## config.mk

```make
export PLATFORM = sky130hd
export DESIGN_NAME = usb_control_request_responder
export DESIGN_NICKNAME = d
export VERILOG_FILES = /design/src/sv/usbcrr_pkg.sv /design/src/sv/usb_control_request_responder.sv /design/src/sv/usbcrr_rom.sv /design/src/sv/usbcrr_streamer.sv
export SDC_FILE = /design/constraint.sdc
export NUM_CORES = 1
export LEC_CHECK = 0
export BUFFER_PORTS_ARGS = -buffer_cell sky130_fd_sc_hd__buf_2
export CORE_MARGIN = 2
export CORE_UTILIZATION = 54
export DETAILED_ROUTE_END_ITERATION = 8
export PLACE_DENSITY = 0.92
export SYNTH_ARGS = -nofsm -noshare
export SYNTH_HDL_FRONTEND = slang
export SYNTH_SLANG_ARGS = --single-unit
```

## constraint.sdc

```tcl
create_clock -name clk_i -period 3.5 [get_ports clk_i]
set_input_delay 0.875 -clock clk_i [delete_from_list [all_inputs] [get_ports clk_i]]
set_output_delay 0.875 -clock clk_i [all_outputs]
set_load 0.02 [all_outputs]
```

## src/sv/usbcrr_pkg.sv

```systemverilog
// Shared types, request codes and descriptor tables of the control request responder.
`timescale 1ns / 1ps
`default_nettype none

package usbcrr_pkg;

  // Defaults for the top-level parameters.
  localparam int BAUD_BYTES_DEF       = 4;
  localparam int CHAR_BYTES_DEF       = 6;
  localparam int MAX_STRING_CHARS_DEF = 31;

  // Longest reply is a string descriptor of 18 characters: 38 beats.
  localparam int LEN_W  = 6;
  localparam int CHAR_W = 5;

  typedef enum logic [1:0] {
    MODE_SETUP       = 2'd0,
    MODE_EMPTY_SETUP = 2'd1,
    MODE_DATA        = 2'd2,
    MODE_EMPTY_DATA  = 2'd3
  } mode_e;

  typedef enum logic [1:0] {
    ACT_DATA = 2'd0,
    ACT_ZLP  = 2'd1,
    ACT_NONE = 2'd2,
    ACT_ERR  = 2'd3
  } act_e;

  typedef enum logic [2:0] {
    SRC_FIXED = 3'd0,
    SRC_DEV   = 3'd1,
    SRC_CFG   = 3'd2,
    SRC_LANG  = 3'd3,
    SRC_STR   = 3'd4
  } src_e;

  typedef enum logic [1:0] {
    CAP_NONE  = 2'd0,
    CAP_BAUD  = 2'd1,
    CAP_CHARS = 2'd2
  } cap_e;

  typedef enum logic {
    ST_IDLE = 1'b0,
    ST_RUN  = 1'b1
  } state_e;

  // One reply job handed from the decoder to the streamer.
  typedef struct packed {
    src_e              src;
    act_e              act;
    logic [7:0]        fixed_byte;
    logic [LEN_W-1:0]  len;
    logic [1:0]        str_sel;
    logic [CHAR_W-1:0] str_chars;
  } job_t;

  localparam logic [7:0]  TYPE_CLASS      = 8'h21;

  localparam logic [15:0] TAG_GET_DESC    = 16'h8006;
  localparam logic [15:0] TAG_SET_ADDR    = 16'h0005;
  localparam logic [15:0] TAG_SET_CONFIG  = 16'h0009;
  localparam logic [15:0] TAG_VEND_READ   = 16'hc0ff;
  localparam logic [15:0] TAG_UART_ENABLE = 16'h4100;
  localparam logic [15:0] TAG_SET_BAUD    = 16'h411e;
  localparam logic [15:0] TAG_SET_LINE    = 16'h4103;
  localparam logic [15:0] TAG_SET_CHARS   = 16'h4119;
  localparam logic [15:0] TAG_GET_STATUS  = 16'hc114;
  localparam logic [15:0] TAG_GET_MODEM   = 16'hc108;
  localparam logic [15:0] TAG_SET_MODEM   = 16'h4107;
  localparam logic [15:0] TAG_GET_COMM    = 16'hc110;

  localparam logic [7:0]  DESC_DEVICE     = 8'h01;
  localparam logic [7:0]  DESC_CONFIG     = 8'h02;
  localparam logic [7:0]  DESC_STRING     = 8'h03;
  localparam logic [7:0]  DESC_QUALIFIER  = 8'h06;

  localparam logic [7:0]  VEND_READ_BYTE  = 8'h02;
  localparam logic [7:0]  STRING_TYPE     = 8'h03;

  localparam logic [LEN_W-1:0] DEV_LEN  = 6'd18;
  localparam logic [LEN_W-1:0] CFG_LEN  = 6'd32;
  localparam logic [LEN_W-1:0] LANG_LEN = 6'd4;

  localparam logic [7:0] DEV_ROM [18] = '{
    8'h12, 8'h01, 8'h00, 8'h02, 8'h00, 8'h00, 8'h00, 8'h40, 8'hc4,
    8'h10, 8'h60, 8'hea, 8'h00, 8'h01, 8'h01, 8'h02, 8'h03, 8'h01};

  localparam logic [7:0] CFG_ROM [32] = '{
    8'h09, 8'h02, 8'h20, 8'h00, 8'h01, 8'h01, 8'h00, 8'hc0, 8'h32,
    8'h09, 8'h04, 8'h00, 8'h00, 8'h02, 8'hff, 8'h00, 8'h00, 8'h02,
    8'h07, 8'h05, 8'h81, 8'h02, 8'h40, 8'h00, 8'h00,
    8'h07, 8'h05, 8'h01, 8'h02, 8'h40, 8'h00, 8'h00};

  localparam logic [7:0] LANG_ROM [4] = '{8'h04, 8'h03, 8'h09, 8'h04};

  localparam logic [CHAR_W-1:0] TEXT_LEN [3] = '{5'd14, 5'd18, 5'd4};

  localparam logic [7:0] TEXT_ROM [3][18] = '{
    '{8'h41, 8'h43, 8'h4d, 8'h45, 8'h20, 8'h63, 8'h6f, 8'h6d, 8'h70,
      8'h75, 8'h74, 8'h65, 8'h72, 8'h73, 8'h00, 8'h00, 8'h00, 8'h00},
    '{8'h42, 8'h61, 8'h73, 8'h69, 8'h63, 8'h20, 8'h63, 8'h6f, 8'h6e,
      8'h73, 8'h6f, 8'h6c, 8'h65, 8'h20, 8'h70, 8'h6f, 8'h72, 8'h74},
    '{8'h31, 8'h32, 8'h33, 8'h34, 8'h00, 8'h00, 8'h00, 8'h00, 8'h00,
      8'h00, 8'h00, 8'h00, 8'h00, 8'h00, 8'h00, 8'h00, 8'h00, 8'h00}};

endpackage

`default_nettype wire

```

## src/sv/usb_control_request_responder.sv

```systemverilog
// Top level of the USB control request responder: request decode, device flags, capture store.
//
// One input beat is one control event: a setup packet, an empty setup packet,
// one control OUT data byte, or an empty control data packet. It is accepted
// when in_valid_i is high and in_stall_o is low. Each event yields one to 38
// result beats on the output channel, taken when out_valid_o is high and
// out_stall_i is low; last_o marks the final beat of the event.
// The event is decoded in the cycle it is accepted and the device flags and
// capture store take their new values then. A beat counter then walks the
// descriptor tables, one result beat per cycle while the receiver does not
// stall. The job and counter are registered at acceptance, and each beat
// then passes through the output register before it is shown. in_stall_o
// stays high until the last beat has been taken. A receiver stall holds the
// output register and the counter; nothing is lost. Status outputs show the
// state after the event whose beats are being delivered.
// Reset clears all flags, the pending address, the capture mode and both
// capture stores, and empties the output register.

`timescale 1ns / 1ps
`default_nettype none

module usb_control_request_responder
  import usbcrr_pkg::*;
#(
  parameter int BAUD_BYTES       = BAUD_BYTES_DEF,
  parameter int CHAR_BYTES       = CHAR_BYTES_DEF,
  parameter int MAX_STRING_CHARS = MAX_STRING_CHARS_DEF
) (
  input  logic        clk_i,
  input  logic        rst_ni,
  input  logic        in_valid_i,
  output logic        in_stall_o,
  input  logic [1:0]  mode_i,
  input  logic [7:0]  request_type_i,
  input  logic [7:0]  request_code_i,
  input  logic [15:0] request_value_i,
  input  logic [15:0] request_length_i,
  input  logic [7:0]  data_byte_i,
  input  logic [5:0]  byte_offset_i,
  input  logic        end_of_packet_i,
  output logic        out_valid_o,
  input  logic        out_stall_i,
  output logic [1:0]  action_o,
  output logic [7:0]  reply_byte_o,
  output logic        last_o,
  output logic        configured_o,
  output logic        uart_enabled_o,
  output logic        terminal_ready_o,
  output logic        address_valid_o,
  output logic [6:0]  device_address_o,
  output logic [31:0] baud_setting_o,
  output logic [47:0] special_chars_o
);

  logic       busy;
  logic       accept;
  job_t       job_d;

  logic       configured_q, configured_d;
  logic       uart_q, uart_d;
  logic       dtr_q, dtr_d;
  logic [7:0] addr_q, addr_d;
  cap_e       cap_q, cap_d;
  logic       baud_we, chars_we;

  logic [7:0] baud_q  [BAUD_BYTES];
  logic [7:0] chars_q [CHAR_BYTES];

  logic [CHAR_W-1:0] str_chars;
  logic [1:0]        str_sel;

  assign accept     = in_valid_i && !busy;
  assign in_stall_o = busy;

  assign str_sel   = 2'(request_value_i[7:0] - 8'd1);
  assign str_chars = (int'(TEXT_LEN[str_sel]) > MAX_STRING_CHARS) ?
                     CHAR_W'(MAX_STRING_CHARS) : TEXT_LEN[str_sel];

  always_comb begin
    job_d            = '0;
    job_d.src        = SRC_FIXED;
    job_d.act        = ACT_NONE;
    job_d.len        = LEN_W'(1);
    configured_d     = configured_q;
    uart_d           = uart_q;
    dtr_d            = dtr_q;
    addr_d           = addr_q;
    cap_d            = cap_q;
    baud_we          = 1'b0;
    chars_we         = 1'b0;
    case (mode_e'(mode_i))
      MODE_SETUP: begin
        if (request_type_i == TYPE_CLASS) begin
          job_d.act = ACT_ZLP;
        end else begin
          // Every non-class setup ends a pending capture before it is decoded.
          cap_d = CAP_NONE;
          case ({request_type_i, request_code_i})
            TAG_GET_DESC: begin
              case (request_value_i[15:8])
                DESC_DEVICE: begin
                  job_d.src = SRC_DEV;
                  job_d.act = ACT_DATA;
                  job_d.len = DEV_LEN;
                end
                DESC_QUALIFIER: job_d.act = ACT_ZLP;
                DESC_CONFIG: begin
                  if (request_length_i == 16'd0) begin
                    job_d.act = ACT_ZLP;
                  end else begin
                    job_d.src = SRC_CFG;
                    job_d.act = ACT_DATA;
                    job_d.len = (request_length_i < 16'(CFG_LEN)) ?
                                request_length_i[LEN_W-1:0] : CFG_LEN;
                  end
                end
                DESC_STRING: begin
                  if (request_value_i[7:0] == 8'd0) begin
                    job_d.src = SRC_LANG;
                    job_d.act = ACT_DATA;
                    job_d.len = LANG_LEN;
                  end else if (request_value_i[7:0] > 8'd3) begin
                    job_d.act = ACT_ERR;
                  end else begin
                    job_d.src       = SRC_STR;
                    job_d.act       = ACT_DATA;
                    job_d.str_sel   = str_sel;
                    job_d.str_chars = str_chars;
                    job_d.len       = LEN_W'({str_chars, 1'b0}) + LEN_W'(2);
                  end
                end
                default: job_d.act = ACT_NONE;
              endcase
            end
            TAG_SET_ADDR: begin
              addr_d    = {1'b1, request_value_i[6:0]};
              job_d.act = ACT_ZLP;
            end
            TAG_SET_CONFIG: begin
              configured_d = 1'b1;
              job_d.act    = ACT_ZLP;
            end
            TAG_VEND_READ: begin
              job_d.act        = ACT_DATA;
              job_d.fixed_byte = VEND_READ_BYTE;
            end
            TAG_UART_ENABLE: begin
              uart_d    = (request_value_i == 16'd1);
              job_d.act = ACT_ZLP;
            end
            TAG_SET_BAUD: begin
              cap_d     = CAP_BAUD;
              job_d.act = ACT_ZLP;
            end
            TAG_SET_LINE:   job_d.act = ACT_ZLP;
            TAG_SET_CHARS: begin
              cap_d     = CAP_CHARS;
              job_d.act = ACT_ZLP;
            end
            TAG_GET_STATUS: job_d.act = ACT_ZLP;
            TAG_GET_MODEM:  job_d.act = ACT_DATA;
            TAG_SET_MODEM: begin
              if (request_value_i[0]) dtr_d = 1'b1;
              job_d.act = ACT_ZLP;
            end
            TAG_GET_COMM: begin
              job_d.act = ACT_DATA;
              job_d.len = LEN_W'(2);
            end
            default: job_d.act = ACT_NONE;
          endcase
        end
      end
      MODE_EMPTY_SETUP: job_d.act = ACT_NONE;
      MODE_DATA: begin
        if (cap_q == CAP_BAUD) begin
          baud_we   = 1'b1;
          job_d.act = ACT_NONE;
        end else if (cap_q == CAP_CHARS) begin
          chars_we  = 1'b1;
          job_d.act = ACT_NONE;
        end else begin
          job_d.act = end_of_packet_i ? ACT_ZLP : ACT_NONE;
        end
      end
      MODE_EMPTY_DATA: job_d.act = (cap_q != CAP_NONE) ? ACT_NONE : ACT_ZLP;
      default: job_d.act = ACT_NONE;
    endcase
  end

  always_ff @(posedge clk_i or negedge rst_ni) begin
    if (!rst_ni) begin
      configured_q <= 1'b0;
      uart_q       <= 1'b0;
      dtr_q        <= 1'b0;
      addr_q       <= 8'd0;
      cap_q        <= CAP_NONE;
    end else if (accept) begin
      configured_q <= configured_d;
      uart_q       <= uart_d;
      dtr_q        <= dtr_d;
      addr_q       <= addr_d;
      cap_q        <= cap_d;
    end
  end

  // Capture stores; a byte whose offset falls past the store matches no entry.
  for (genvar i = 0; i < BAUD_BYTES; i++) begin : g_baud
    always_ff @(posedge clk_i or negedge rst_ni) begin
      if (!rst_ni) begin
        baud_q[i] <= 8'd0;
      end else if (accept && baud_we && (int'(byte_offset_i) == i)) begin
        baud_q[i] <= data_byte_i;
      end
    end
  end

  for (genvar i = 0; i < CHAR_BYTES; i++) begin : g_chars
    always_ff @(posedge clk_i or negedge rst_ni) begin
      if (!rst_ni) begin
        chars_q[i] <= 8'd0;
      end else if (accept && chars_we && (int'(byte_offset_i) == i)) begin
        chars_q[i] <= data_byte_i;
      end
    end
  end

  for (genvar i = 0; i < 4; i++) begin : g_baud_out
    if (i < BAUD_BYTES) begin : g_used
      assign baud_setting_o[8*i +: 8] = baud_q[i];
    end else begin : g_pad
      assign baud_setting_o[8*i +: 8] = 8'd0;
    end
  end

  for (genvar i = 0; i < 6; i++) begin : g_chars_out
    if (i < CHAR_BYTES) begin : g_used
      assign special_chars_o[8*i +: 8] = chars_q[i];
    end else begin : g_pad
      assign special_chars_o[8*i +: 8] = 8'd0;
    end
  end

  usbcrr_streamer u_streamer (
    .clk_i        (clk_i),
    .rst_ni       (rst_ni),
    .start_i      (accept),
    .job_i        (job_d),
    .busy_o       (busy),
    .out_valid_o  (out_valid_o),
    .out_stall_i  (out_stall_i),
    .action_o     (action_o),
    .reply_byte_o (reply_byte_o),
    .last_o       (last_o)
  );

  assign configured_o     = configured_q;
  assign uart_enabled_o   = uart_q;
  assign terminal_ready_o = dtr_q;
  assign address_valid_o  = addr_q[7];
  assign device_address_o = addr_q[6:0];

  // Every event produces a reply, so the block must hold off the next one.
  assert property (@(posedge clk_i) disable iff (!rst_ni)
    (in_valid_i && !in_stall_o) |=> in_stall_o)
    else $error("input accepted without the block going busy");

  // Nothing follows the final beat until a new event is accepted.
  assert property (@(posedge clk_i) disable iff (!rst_ni)
    (out_valid_o && !out_stall_i && last_o) |=> !out_valid_o)
    else $error("result beat after the final beat of an event");

  // Acknowledge, no-reply and error results stand alone and carry no byte.
  assert property (@(posedge clk_i) disable iff (!rst_ni)
    (out_valid_o && (action_o != ACT_DATA)) |-> (last_o && (reply_byte_o == 8'd0)))
    else $error("non-data result is not a single empty beat");

  // A shown result belongs to an event still in flight.
  assert property (@(posedge clk_i) disable iff (!rst_ni)
    out_valid_o |-> in_stall_o)
    else $error("input ready while results are pending");

endmodule

`default_nettype wire

```

## src/sv/usbcrr_rom.sv

```systemverilog
// Descriptor byte lookup: maps a reply source and beat position to a byte.
`timescale 1ns / 1ps
`default_nettype none

module usbcrr_rom
  import usbcrr_pkg::*;
(
  input  job_t             job_i,
  input  logic [LEN_W-1:0] pos_i,
  output logic [7:0]       byte_o
);

  logic [LEN_W-1:0] str_pos;

  assign str_pos = pos_i - LEN_W'(2);

  always_comb begin
    case (job_i.src)
      SRC_FIXED: byte_o = job_i.fixed_byte;
      SRC_DEV:   byte_o = DEV_ROM[pos_i[4:0]];
      SRC_CFG:   byte_o = CFG_ROM[pos_i[4:0]];
      SRC_LANG:  byte_o = LANG_ROM[pos_i[1:0]];
      SRC_STR: begin
        // Header is length and type, then each ASCII char widened to UTF-16LE.
        if (pos_i == LEN_W'(0)) begin
          byte_o = 8'({job_i.str_chars, 1'b0}) + 8'd2;
        end else if (pos_i == LEN_W'(1)) begin
          byte_o = STRING_TYPE;
        end else if (str_pos[0]) begin
          byte_o = 8'h00;
        end else begin
          byte_o = TEXT_ROM[job_i.str_sel][str_pos[5:1]];
        end
      end
      default:   byte_o = 8'h00;
    endcase
  end

endmodule

`default_nettype wire

```

## src/sv/usbcrr_streamer.sv

```systemverilog
// Reply sequencer: steps a beat counter through the ROM lookup into an output register.
`timescale 1ns / 1ps
`default_nettype none

module usbcrr_streamer
  import usbcrr_pkg::*;
(
  input  logic       clk_i,
  input  logic       rst_ni,
  input  logic       start_i,
  input  job_t       job_i,
  output logic       busy_o,
  output logic       out_valid_o,
  input  logic       out_stall_i,
  output logic [1:0] action_o,
  output logic [7:0] reply_byte_o,
  output logic       last_o
);

  state_e           state_q, state_d;
  job_t             job_q;
  logic [LEN_W-1:0] cnt_q, cnt_d;
  logic             out_valid_q, out_valid_d;
  logic [1:0]       action_q;
  logic [7:0]       byte_q;
  logic             last_q;
  logic [7:0]       rom_byte;
  logic             advance;
  logic             last_beat;

  usbcrr_rom u_rom (
    .job_i  (job_q),
    .pos_i  (cnt_q),
    .byte_o (rom_byte)
  );

  // While a reply runs, a new beat is produced whenever the output register is free or drains now.
  assign advance   = (state_q == ST_RUN) && (!out_valid_q || !out_stall_i);
  assign last_beat = (cnt_q == job_q.len - LEN_W'(1));

  always_comb begin
    state_d = state_q;
    case (state_q)
      ST_IDLE: if (start_i) state_d = ST_RUN;
      ST_RUN:  if (advance && last_beat) state_d = ST_IDLE;
      default: state_d = ST_IDLE;
    endcase
  end

  always_comb begin
    cnt_d       = cnt_q;
    out_valid_d = out_valid_q;
    if (start_i) begin
      cnt_d = '0;
    end else if (advance) begin
      cnt_d = cnt_q + LEN_W'(1);
    end
    if (advance) begin
      out_valid_d = 1'b1;
    end else if (!out_stall_i) begin
      out_valid_d = 1'b0;
    end
  end

  always_ff @(posedge clk_i or negedge rst_ni) begin
    if (!rst_ni) begin
      state_q     <= ST_IDLE;
      cnt_q       <= '0;
      out_valid_q <= 1'b0;
    end else begin
      state_q     <= state_d;
      cnt_q       <= cnt_d;
      out_valid_q <= out_valid_d;
    end
  end

  always_ff @(posedge clk_i) begin
    if (start_i) begin
      job_q <= job_i;
    end
    if (advance) begin
      action_q <= job_q.act;
      byte_q   <= rom_byte;
      last_q   <= last_beat;
    end
  end

  assign busy_o       = (state_q == ST_RUN) || out_valid_q;
  assign out_valid_o  = out_valid_q;
  assign action_o     = action_q;
  assign reply_byte_o = byte_q;
  assign last_o       = last_q;

endmodule

`default_nettype wire

```

==> impl_metrics.csv, run 1 <==
group,metric,value,unit
yosys,async_flop_share,77.7,%
grt,grt-ovfl-total,0,
route,via_per_inst,6.15,
timing,fin_crit_sh,82.2,%
timing,final_max_slew_viol_count,0,
setup_path,r2r_setup_slack,620,ps
timing,fin_setup_tns,0,ps
clock_network,post_cts_resized,0,
pwr,cellPowerDensity,604,nW/um2
floorplan,start_util,55.5,%
floorplan,die_w,118,um
route,drtPass1Iterations,5,
yosys,synth_compound_area_share,11.0,%
setup_path,crit_type,"reg2reg",
yosys,synth_top_family_by_area,"simple AND/OR/NAND/NOR gates",
setup_path,rr_startpoint,"u_streamer.cnt_q[3]",
clock_network,clock_latency,420,ps
clock_network,cts_tree,"yes",
min_path,holdPathStages,0,
cells_and_area,antenna_cells,0,
yosys,yosys_warnings,0,
pwr,p_leak,4.29,nW
cells_and_area,synthToLayoutAreaGrowth,23.0,%
floorplan,die_area,14000,um2
timing,fmax,348,MHz
floorplan,ios,173,
setup_path,crit_slowest_cell,"dfrtp_1",
yosys,avgSynthCellArea,10.9,um2
grt,antenna_found_initial,0,
yosys,syn_inst,646,
pwr,ir_worst_vdd,0.347,mV
setup_path,reg2reg_to,"u_streamer.reply_byte_o[1]",
grt,grt_pass1_wl,32.7,mm
route,wl_per_cell,20.6,um
min_path,worstHoldEndpoint,"u_streamer.action_o[1]",
yosys,muxShareOfSynthArea,14.3,%
clock_network,postCtsSetupBuffers,0,
yosys,yosys_register_bits,130,
job,drv_cap,0,
timing,grt_setup_unrepaired,"false",
cells_and_area,drive_gt1_share,39.9,%
placement,port_buffers,172,
timing,hold_viol_final,0,
route,vias,6184,
route,ant_nets,0,
status,outcome,"completed",
yosys,ys.flop_type,"dfrtp_1",
setup_path,arrival,3060,ps
floorplan,rows,41,
setup_path,cp_max_fo,17,
cells_and_area,utilization,68.3,%
grt,grt_pass1_vias,6132,
timing,slew_headroom,40.6,%
clock_network,path_clk_slew,60,ps
yosys,synth-simple-area-share,17.5,%
timing,skew,5.92,ps
route,post-route-drc-count,0,
route,initialDrtViolationCount,798,
cells_and_area,nets,912,
yosys,ys_seq_area_share,48.1,%
yosys,synthXorXnorAreaFrac,2.48,%
yosys,synth_fa_ha_area_share,3.90,%
setup_path,worst_setup_path_end_kind,"flip-flop",
yosys,synth_cell_types,73,
route,wirelength,20.8,mm
setup_path,crit_chain,"xor2_1 -> a21oi_1 -> a2111oi_0 -> a221oi_1 -> o32ai_1",
grt,track_usage,29.8,%
setup_path,max_stage_delay,720,ps
clock_network,cts_htree_levels,4,
yosys,synth_edf_count,29,
yosys,syn_area,7070,um2
min_path,hp-class,"reg2reg",
placement,gp_congestion,1.00,
grt,grt_max_degree,66,
yosys,syn-num-nets,737,
timing,setup_viol,0,
clock_network,cts_hold_buf,0,
clock_network,root_buffer,"clkbuf_16",
min_path,min_from,"u_streamer.job_q[22]",
clock_network,cts-buffers-inserted,17,
clock_network,cts_sinks,130,
placement,dp.final_hpwl,13.8,mm
timing,period_minus_slack,2880,ps
cells_and_area,fill_cells,897,
setup_path,ff2ff_path_depth,5,
clock_network,cts_buffer_depth,2,
setup_path,cp-start-kind,"flip-flop",
timing,worst_slew_pin_slew,888,ps
setup_path,required,3680,ps
floorplan,core,12700,um2
floorplan,fp.dieH,118,um
-- per-layer routing --
layer,vias to the layer above,wire (um),share of wire (%),GRT usage (%)
met5,-,0,0,0
met4,0,903,4.4,15.4
met3,74,1660,8.0,7.00
met2,372,10200,49,49.3
met1,3008,7960,38,36.6
li1,2730,-,-,-
-- registers in the layout, indices dropped and copies added, names as in the netlist --
name,flops
special_chars_o,48
baud_setting_o,32
u_streamer.job_q,18
addr_q,8
u_streamer.reply_byte_o,8
u_streamer.cnt_q,6
cap_q,2
u_streamer.action_o,2
configured_o,1
terminal_ready_o,1
u_streamer.last_o,1
u_streamer.out_valid_o,1
u_streamer.state_q,1
uart_enabled_o,1
-- through the flow --
step	std cells	hold slack, ps	setup WS (ps)	area, um2	total power [mW]
finish	1006	420	623	8690	5.25
global route	1006	443	370	8690	5.49
CTS	1006	421	715	8690	5.20
detailed placement	974	407	494	8150	3.55
global placement	974	407	567	8150	3.53
floorplan	646	400	439	7070	3.03
-- worst max path at each step --
| stage | startpoint | endpoint | slack [ps] | cells after the start |
|---|---|---|---|---|
| final | u_streamer.cnt_q[3] | u_streamer.reply_byte_o[1] | 620 | 5 |
| after global routing | u_streamer.cnt_q[3] | u_streamer.reply_byte_o[1] | 370 | 5 |
| after CTS | u_streamer.cnt_q[3] | u_streamer.reply_byte_o[1] | 710 | 5 |
| after detailed placement | request_type_i[4] | u_streamer.job_q[7] | 490 | 7 |
| after global placement | request_type_i[4] | u_streamer.job_q[7] | 570 | 7 |
| after floorplan | in_valid_i | special_chars_o[16] | 440 | 6 |
-- cells by family (layout without fill, tap and decap cells) --
family / count (synthesis) / count (layout)
simple gates: 220 / 220
buf+inv: 49 / 237
mux: 90 / 90
compound gates: 115 / 115
xor+xnor: 20 / 20
flops: 130 / 130
fa+ha+maj: 22 / 22
-- layout by cell type (no fill, tap or decap), types with 4 or more instances in the layout --
cell type  synthesis  final
buf_4              0     15
nor3_4             4      4
xnor2_1            8      8
xor2_1            12     12
edfxtp_1          29     29
and3_1             4      4
a31oi_1           11     11
nand2b_1          12     12
mux2_2            87     87
or2_2              4      4
a21oi_1           30     30
a31o_2             4      4
inv_1             17     17
nand3_1           21     21
a2111oi_0          6      6
nor2_1            48     48
a211oi_1           8      8
ha_1              22     22
and2_1             5      5
nor2b_1            9      9
nand4_1            8      8
buf_2              6    171
dfrtp_1          101    101
nand2_1           43     43
o21ai_0           20     20
nor3_1            23     23
nor4_1             9      9
a221oi_1           4      4
clkbuf_16          0     17
-- power by group --
group | total (mW) | switching (mW) | internal (mW)
Clock | 1.65 | 0.685 | 0.963
Sequential | 1.74 | 0.0741 | 1.67
Combinational | 1.86 | 1.21 | 0.647
Total | 5.25 | 1.97 | 3.28
-- layout make-up --
| class | count | area (um2) | share of cell area, % |
|---|---|---|---|
| timing repair buffer | 187 | 988 | 11.4 |
| clock inverter | 11 | 78.8 | 0.907 |
| tap | 172 | 215 | 2.48 |
| clock buffer | 21 | 470 | 5.41 |
| sequential | 130 | 3400 | 39.1 |
| inverter | 18 | 67.6 | 0.777 |
| multi-input combinational | 467 | 3480 | 40.0 |
-- critical path, delay by kind of cell (launching register included) --
kind	cells	cell delay [ps]
xor gates and xnor gates	1	670
AOI/OAI and AO/OA	4	1230
DFF	1	720
-- synthesized netlist by cell type, types with 4 or more instances --
master,n,area share (%)
xor2_1,12,1.5
nand2_1,43,2.3
a2111oi_0,6,0.74
a211oi_1,8,0.85
a221oi_1,4,0.50
xnor2_1,8,0.99
nand4_1,8,0.71
nor2b_1,9,0.80
a31oi_1,11,0.97
nand2b_1,12,1.1
inv_1,17,0.90
clkbuf_1,13,0.69
a31o_2,4,0.50
buf_2,6,0.42
nor3_4,4,0.92
ha_1,22,3.9
nand3_1,21,1.5
buf_1,11,0.58
mux2_2,87,14
and2_1,5,0.44
a21oi_1,30,2.1
o21ai_0,20,1.4
nor2_1,48,2.5
dfrtp_1,101,36
edfxtp_1,29,12
nor4_1,9,0.80
and3_1,4,0.35
nor3_1,23,1.6
or2_2,4,0.35
Power figures use the tool's default switching activity.
==> run 2, diff against run 1 <==
--- a/config.mk
+++ b/config.mk
@@ -5,11 +5,12 @@
 export SDC_FILE = /design/constraint.sdc
 export NUM_CORES = 1
 export LEC_CHECK = 0
+export ABC_AREA = 1
 export BUFFER_PORTS_ARGS = -buffer_cell sky130_fd_sc_hd__buf_2
 export CORE_MARGIN = 2
 export CORE_UTILIZATION = 54
 export DETAILED_ROUTE_END_ITERATION = 8
-export PLACE_DENSITY = 0.92
+export PLACE_DENSITY = 0.91
 export SYNTH_ARGS = -nofsm -noshare
 export SYNTH_HDL_FRONTEND = slang
 export SYNTH_SLANG_ARGS = --single-unit
==> constraint.sdc (replaced) <==
create_clock -name clk_i -period 2.9 [get_ports clk_i]
set_input_delay 0.725 -clock clk_i [delete_from_list [all_inputs] [get_ports clk_i]]
set_output_delay 0.725 -clock clk_i [all_outputs]
set_load 0.02 [all_outputs]
==> run 2 against run 1 <==
Effect of this change: setup slack lost 63 ps; sequential power grew 23%; critical path type unchanged; sequential share of layout area shrank 0.89 points; non-clock buffer count shrank 8; combinational power grew 25%; first-iteration DRC count shrank 28%.
==> impl_metrics.csv, run 2 <==
group,metric,value,unit
grt,grt_pass1_vias,6355,
timing,worst_slew_pin_slew,674,ps
clock_network,cts_tree,"yes",
setup_path,cp-start-kind,"flip-flop",
grt,grt_max_degree,45,
clock_network,cts_hold_buf,0,
setup_path,required,3040,ps
placement,dp.final_hpwl,14.2,mm
yosys,synth_top_family_by_area,"simple AND/OR/NAND/NOR gates",
yosys,synthXorXnorAreaFrac,0.721,%
yosys,async_flop_share,77.7,%
grt,grt_pass1_wl,31.5,mm
placement,gp_congestion,0.934,
clock_network,cts_sinks,130,
floorplan,start_util,55.3,%
route,initialDrtViolationCount,576,
clock_network,cts_htree_levels,4,
setup_path,ff2ff_path_depth,8,
route,post-route-drc-count,0,
setup_path,crit_slowest_cell,"dfrtp_1",
grt,antenna_found_initial,0,
yosys,ys.flop_type,"dfrtp_1",
yosys,syn_area,7290,um2
placement,port_buffers,172,
job,drv_cap,0,
yosys,yosys_register_bits,130,
timing,period_minus_slack,2340,ps
status,outcome,"completed",
clock_network,cts_buffer_depth,2,
setup_path,reg2reg_to,"u_streamer.reply_byte_o[6]",
cells_and_area,fin_cells,1260,
floorplan,die_area,14400,um2
min_path,hp-class,"in2async",
yosys,muxShareOfSynthArea,0,%
setup_path,rr_startpoint,"u_streamer.cnt_q[0]",
placement,dp.cells,1228,
floorplan,core,13200,um2
timing,slew_headroom,55.1,%
route,wl_per_cell,15.3,um
setup_path,max_stage_delay,520,ps
yosys,synth.most_common_cell,"nand2_1",
timing,setup_viol,0,
clock_network,path_clk_slew,60,ps
setup_path,crit_type,"reg2reg",
yosys,synth-simple-area-share,29.4,%
clock_network,root_buffer,"clkbuf_16",
yosys,synth.area.top_cells,"dfrtp_1 (35%), edfxtp_1 (12%), nand2_1 (12%)",
cells_and_area,fill_cells,1039,
pwr,cellPowerDensity,739,nW/um2
route,wirelength,19.3,mm
cells_and_area,antenna_cells,0,
timing,fin_setup_tns,0,ps
yosys,synth_compound_area_share,12.6,%
timing,hold_viol_final,0,
grt,track_usage,27.7,%
route,drtPass1Iterations,5,
yosys,synth_edf_count,29,
yosys,yosysTopAreaCell,"dfrtp_1",
floorplan,die_w,120,um
yosys,yosys_warnings,0,
timing,skew,10.4,ps
setup_path,r2r_setup_slack,560,ps
cells_and_area,ff_latch_area,3400,um2
setup_path,crit_chain,"inv_1 -> ha_1 -> nand2_1 -> nor2_1 -> o21ai_0 -> o221ai_1 -> a21oi_1 -> o21ai_1",
clock_network,postCtsSetupBuffers,0,
pwr,ir_worst_vdd,0.495,mV
yosys,netlist.area_leader.share,34.7,%
cells_and_area,synthToLayoutAreaGrowth,22.0,%
yosys,syn-num-nets,985,
setup_path,arrival,2480,ps
cells_and_area,final_common_cell,"nand2_1",
clock_network,cts-buffers-inserted,17,
yosys,syn_inst,894,
floorplan,rows,42,
cells_and_area,multi_input_area,3390,um2
setup_path,worst_setup_path_end_kind,"flip-flop",
grt,grt-ovfl-total,0,
yosys,ys_seq_area_share,46.6,%
timing,grt_setup_unrepaired,"false",
pwr,p_leak,4.59,nW
yosys,synth_cell_types,53,
cells_and_area,nets,1162,
route,via_per_inst,5.42,
floorplan,ios,173,
timing,fin_crit_sh,80.7,%
yosys,synth_fa_ha_area_share,3.78,%
cells_and_area,drive_gt1_share,26.3,%
yosys,avgSynthCellArea,8.15,um2
clock_network,clock_latency,420,ps
yosys,synth_common_cells,"nand2_1 (225), dfrtp_1 (101), nor2_1 (83)",
timing,final_max_slew_viol_count,0,
cells_and_area,final_cell_mix,"nand2_1 (225), buf_2 (171), dfrtp_1 (101), nor2_1 (83), inv_1 (82)",
cells_and_area,largest_register_ff_count,48,
route,ant_nets,0,
floorplan,fp.dieH,120,um
clock_network,post_cts_resized,0,
timing,fmax,427,MHz
route,vias,6825,
setup_path,cp_max_fo,9,
run 2: logic make-up after synthesis:
| logic type | Yosys count |
|---|---|
| DFF | 130 |
| and+or+nand+nor | 454 |
| AOI/OAI and AO/OA | 164 |
| buffers and inverters | 118 |
| xor gates and xnor gates | 6 |
| adders and majority gates | 22 |
run 2: routing by layer:
| layer | wire length, um | track usage [%] |
|---|---|---|
| met1 | 8170 | 36.8 |
| met2 | 9320 | 44.0 |
| met3 | 1200 | 5.24 |
| met4 | 639 | 13.1 |
| met5 | 0 | 0 |
run 2: power by group:
group / internal (mW) / switching, mW / total, mW
clock: 1.35 / 0.760 / 2.11
combinational: 0.730 / 1.59 / 2.32
sequential: 2.01 / 0.132 / 2.14
total: 4.09 / 2.48 / 6.57
run 2: worst max-delay path by stage:
stage	slack (ps)	cells past startpoint	to	startpoint
after global routing	430	8	u_streamer.reply_byte_o[6]	u_streamer.cnt_q[0]
after floorplan	920	12	u_streamer.reply_byte_o[2]	u_streamer.cnt_q[2]
after global placement	640	11	u_streamer.reply_byte_o[0]	u_streamer.cnt_q[2]
after CTS	640	8	u_streamer.reply_byte_o[6]	u_streamer.cnt_q[0]
final	560	8	u_streamer.reply_byte_o[6]	u_streamer.cnt_q[0]
after detailed placement	690	8	u_streamer.reply_byte_o[6]	u_streamer.cnt_q[0]
run 2: layout make-up:
type / instances / area share (%)
clock inverters: 9 / 1.15
clock buffers: 23 / 5.49
well taps: 176 / 2.48
inverters: 97 / 4.14
flip-flops and latches: 130 / 38.2
multi-input cells: 646 / 38.1
repair buffers: 179 / 10.4
run 2: worst max-delay path: cells and delay by family (launching register included):
kind	cells	cell delay, ps
adder cells (fa/ha/maj)	1	320
AO/OA/AOI/OAI	4	760
AND/OR/NAND/NOR	2	220
buffers and inverters	1	250
flip-flops	1	520
run 2: per-stage QoR:
stage | setup WS [ps] | utilization (%) | instance area (um2) | total power, mW | hold slack [ps]
floorplan | 923 | - | 7290 | 3.87 | 400
global placement | 643 | 63.0 | 8310 | 4.46 | 402
detailed placement | 694 | 63.0 | 8310 | 4.44 | 405
CTS | 636 | 67.4 | 8900 | 6.55 | 243
global route | 433 | 67.4 | 8900 | 6.96 | 267
finish | 560 | 67.4 | 8900 | 6.57 | 242
